## src/rtl/swpsc_pkg.sv

```systemverilog
`timescale 1ns / 1ps

package swpsc_pkg;

    // Window storage and value width
    localparam int WINDOW_DEPTH = 32;
    localparam int VALUE_WIDTH  = 48;
    localparam int FILL_W       = $clog2(WINDOW_DEPTH + 1);
    localparam int STEP_W       = $clog2(WINDOW_DEPTH);

    // Configuration register
    localparam int                  WLEN_W             = 6;
    localparam logic [WLEN_W-1:0]   WINDOW_LENGTH_INIT = WLEN_W'(25);
    localparam int                  PADDR_W            = 3;
    localparam logic                REG_WINDOW_LENGTH  = 1'b0;

    // Result status codes
    localparam logic [1:0] STATUS_PREAMBLE = 2'd0;
    localparam logic [1:0] STATUS_VALID    = 2'd1;
    localparam logic [1:0] STATUS_INVALID  = 2'd2;

    typedef struct packed {
        logic [VALUE_WIDTH-1:0] value;
        logic                   restart;
    } in_beat_t;

    typedef struct packed {
        logic [VALUE_WIDTH-1:0] echoed_value;
        logic [1:0]             status;
        logic                   first_invalid;
    } out_beat_t;

    // Per-cycle commands broadcast along the chain
    typedef struct packed {
        logic mark;
        logic shift;
        logic rotate;
    } cell_ctrl_t;

endpackage

```

## src/rtl/swpsc_cell.sv

```systemverilog
`timescale 1ns / 1ps

module swpsc_cell (
    input  logic                               aclk,
    input  logic                               aresetn,
    input  swpsc_pkg::cell_ctrl_t              ctrl,
    input  logic                               mark_in,
    input  logic [swpsc_pkg::VALUE_WIDTH-1:0]  shift_in_value,
    input  logic [swpsc_pkg::VALUE_WIDTH-1:0]  rotate_in_value,
    input  logic                               rotate_in_flag,
    input  logic [swpsc_pkg::VALUE_WIDTH-1:0]  diff,
    input  logic                               diff_ok,
    output logic [swpsc_pkg::VALUE_WIDTH-1:0]  value_out,
    output logic                               flag_out,
    output logic                               hit
);

    logic [swpsc_pkg::VALUE_WIDTH-1:0] value_reg;
    logic                              flag_reg;

    // Hold the entry, take a new one on push, pass it round on rotate
    always_ff @(posedge aclk) begin
        if (ctrl.shift) begin
            value_reg <= shift_in_value;
        end else if (ctrl.rotate) begin
            value_reg <= rotate_in_value;
        end
    end

    // Window membership flag travels with the entry during a search
    always_ff @(posedge aclk) begin
        if (!aresetn) begin
            flag_reg <= 1'b0;
        end else begin
            if (ctrl.mark) begin
                flag_reg <= mark_in;
            end else if (ctrl.rotate) begin
                flag_reg <= rotate_in_flag;
            end
        end
    end

    // Match the broadcast difference against this entry
    assign hit       = diff_ok && flag_reg && (value_reg == diff);
    assign value_out = value_reg;
    assign flag_out  = flag_reg;

endmodule
```

## config.mk

```make
export PLATFORM = sky130hd
export DESIGN_NAME = swpsc_cell
export DESIGN_NICKNAME = d
export VERILOG_FILES = /design/src/rtl/swpsc_pkg.sv /design/src/rtl/swpsc_cell.sv
export SDC_FILE = /design/constraint.sdc
export NUM_CORES = 1
export LEC_CHECK = 0
export BUFFER_PORTS_ARGS = -buffer_cell sky130_fd_sc_hd__buf_2
export CORE_ASPECT_RATIO = 0.7
export CORE_MARGIN = 2
export CORE_UTILIZATION = 40
export CTS_CLUSTER_SIZE = 24
export DETAILED_ROUTE_END_ITERATION = 6
export MAX_ROUTING_LAYER = met4
export PLACE_DENSITY = 0.8
export SLEW_MARGIN = 30
export SYNTH_ARGS = -nofsm -noshare
export SYNTH_HDL_FRONTEND = slang
export SYNTH_SLANG_ARGS = --single-unit
```

## constraint.sdc

```tcl
create_clock -name aclk -period 1.98 [get_ports aclk]
set_clock_uncertainty 0.1 [all_clocks]
set_input_delay 0.099 -clock aclk [delete_from_list [all_inputs] [get_ports aclk]]
set_output_delay 0.099 -clock aclk [all_outputs]
set_load 0.05 [all_outputs]
```

==> reports/qor.yml <==
status:
  status: "finished with violations"
  violations: "negative setup slack"
place:
  placed_cell_area_um2: 3807
  gp_congestion: 0.8445
  dp_hpwl_mm: 6.264
  placement.io_buffers: 201
  dp.cells: 467
flow_run:
  cap_viol_max_count: 0
detailed_routing:
  drtIter0Drc: 58
  drt-total-wl_mm: 8.028
  drc: 0
  dr.pass1.iters: 4
  vias: 2435
  vias_per_cell: 4.870
  wl_per_cell_um: 16.06
  final_antenna_net_count: 0
logic_synthesis:
  yosysWarnings: 0
  ys_seq_area_frac: 0.5520
  syn-num-nets: 339
  ys_ff_latch: 49
  synth-simple-area-share: 0.05482
  syn_avg_cell_area_um2: 14.16
  syn_area_um2: 2648
  synth_cells: 187
  synth-adder-area-share: 0
  synth-xor-area-share: 0.1125
  ys_types: 28
  synth_top_family_by_area: "multiplexers"
  synth.area.mux_share: 0.2079
  synth-compound-area-share: 0.04442
setup_path:
  cp-end-kind: "output pin"
  rrSetupSlack_ns: 1.09
  crit_chain: "xnor2_2 > o221ai_2 > nor4_4 > nand4_1 > nor4b_4 > buf_6"
  cp_slowest_cell: "edfxtp_1"
  cpPeakStageDelay_ns: 0.44
  reg2reg_from: "flag_out"
  crit_type: "register to output pin"
  cp.arrival_ns: 2.04
  worstPathRequired_ns: 1.78
  rr_endpoint: "flag_out"
  cp_num_buf_inv: 1
  crit_family: "simple AND/OR/NAND/NOR gates"
  path_max_fanout: 2
  crit_cells: 6
  r2r_cells: 3
  start_kind: "register"
  cp-startpoint: "value_out[17]"
global_route:
  use_met3: 0.05491
  grt_first_pass_wirelength_mm: 11.55
  overflow: 0
  grt-busiest-layer: "met2"
  grt_usage: 0.2130
  met2_usage: 0.3878
  grt_max_degree: 25
  grt_pass1_vias: 2462
  antenna_found_initial: 0
  use_met1: 0.2283
pwr:
  power_density_nw_per_um2: 733.6
  ir_drop_mv: 0.4567
  leakagePower_uw: 0.001907
clocking:
  htree_levels: 2
  clkLatencyLatePin_ns: 0.29
  clock-root-buffer: "clkbuf_8"
  clk_path_buf_depth: 2
  cts_sinks: 49
  cts_buffers: 5
  cts_tree: "done"
  clk_pin_slew_worst_paths_ns: 0.09
final_layout:
  n_antenna_cell: 0
  nNetsFinal: 573
  fin_cells: 500
  drive_gt1_frac: 0.6398
  stdcell_area_um2: 4212
  syn_to_final_growth_pct: 59.07
sta:
  clock.fmax_ghz: 0.4463
  worst_pin_slew_ns: 0.4500
  worst_slack_ns: -0.2605
  fin_tns_setup_ns: -0.2605
  finalSetupViolCount: 1
  maxSlewHeadroom: 0.7000
  hold_viol: 0
  maxSlewViolCount: 0
  period_share: 1.132
  period_minus_slack_ns: 2.241
  rsz0062_at_grt: "true"
floorplanning:
  pin_count: 202
  die_w_um: 101.2
  chipHeight_um: 72.07
  initial_core_util: 0.4198
  design.die.area_um2: 7296
  fp-row-count: 24
  core_um2: 6306
hold_path:
  whs_endpoint: "value_out[2]"
  holdPathStages: 2
  hp-class: "input port to register"
  hold_start: "rotate_in_value[2]"
-- state kept, by name, summed over array words and instances (netlist names) --
register / flops
flag_out: 1
value_out: 48
-- cell usage in the layout, fill, tap and decap left out, drive strengths merged, types with 6 or more instances in the layout --
cell type and count:
inv 12, edfxtp 48, dlygate4sd3 25, xnor2 28, nand4 8, mux2 48
xor2 6, clkbuf 6, buf 207
-- power breakdown --
| part | internal, µW | total [µW] | switching (µW) |
|---|---|---|---|
| clock network | 374 | 694 | 321 |
| registers | 1270 | 1350 | 76.0 |
| logic | 396 | 1050 | 650 |
| total | 2040 | 3090 | 1050 |
-- per-stage QoR --
| step | hold slack, ns | power (µW) | utilization | setup WS [ns] |
|---|---|---|---|---|
| floorplan | 0.1207 | 2019 | - | -0.2165 |
| global placement | 0.2134 | 2337 | 0.6038 | -0.001338 |
| detailed placement | 0.2103 | 2362 | 0.6038 | -0.1752 |
| CTS | 0.00005976 | 3107 | 0.6611 | -0.2930 |
| global route | 0.000007133 | 3217 | 0.6679 | -0.3879 |
| finish | 0.008919 | 3090 | 0.6679 | -0.2605 |
-- Yosys cell counts --
cell type	count	area (µm²)
edfxtp_1	48	1441
o22ai_1	1	6.260
inv_1	11	41.29
or2_2	1	6.260
clkbuf_1	1	3.750
o221ai_1	4	35.03
a22o_1	1	8.760
buf_2	3	15.01
nand4_4	1	21.27
buf_1	1	3.750
xnor2_1	28	245.2
xor2_1	6	52.55
o21ai_0	1	5.000
nand4_1	7	43.79
o2bb2ai_1	4	35.03
inv_2	1	3.750
a22oi_1	3	22.52
and2_1	1	6.260
mux2_2	48	540.5
nor4_1	4	25.02
mux2i_1	1	10.01
nor3_1	2	10.01
dfxtp_1	1	20.02
clkinv_1	2	7.510
a21oi_1	1	5.000
nand2b_1	1	6.260
nor4b_2	1	15.01
nand2_1	3	11.26
-- routing by layer --
layer / vias to the layer above / share of wire
met5: - / 0
met2: 137 / 0.52
met3: 14 / 0.081
li1: 1169 / -
met1: 1115 / 0.38
met4: 0 / 0.020
-- worst max path at each step --
stage	endpoint	slack, ns
2_1_floorplan	hit	-0.22
3_3_place_gp	hit	-0.001
3_5_place_dp	hit	-0.18
4_1_cts	hit	-0.29
5_1_grt	hit	-0.39
6_report	hit	-0.26
-- kinds of logic after synthesis --
logic type | count (synthesis)
compound gates | 15
xor+xnor | 34
buf+inv | 19
flops | 49
mux | 49
simple gates | 21
-- area by class of cell --
class / count / area, µm²
inverter: 14 / 52.55
tap: 78 / 97.59
timing repair buffer: 232 / 1333
sequential: 49 / 1461
clock inverter: 2 / 33.78
fill: 483 / 2095
multi-input combinational: 119 / 1161
clock buffer: 6 / 72.57
-- timing repair --
action,CTS,global route
cloned,0,0
resized for setup,5,3
hold buffers,23,2
pin swaps,2,3
setup endpoints to repair,1,1
setup buffers,0,0
endpoints found under the hold margin,16,2
No activity file was read; power rests on OpenSTA's default activity.
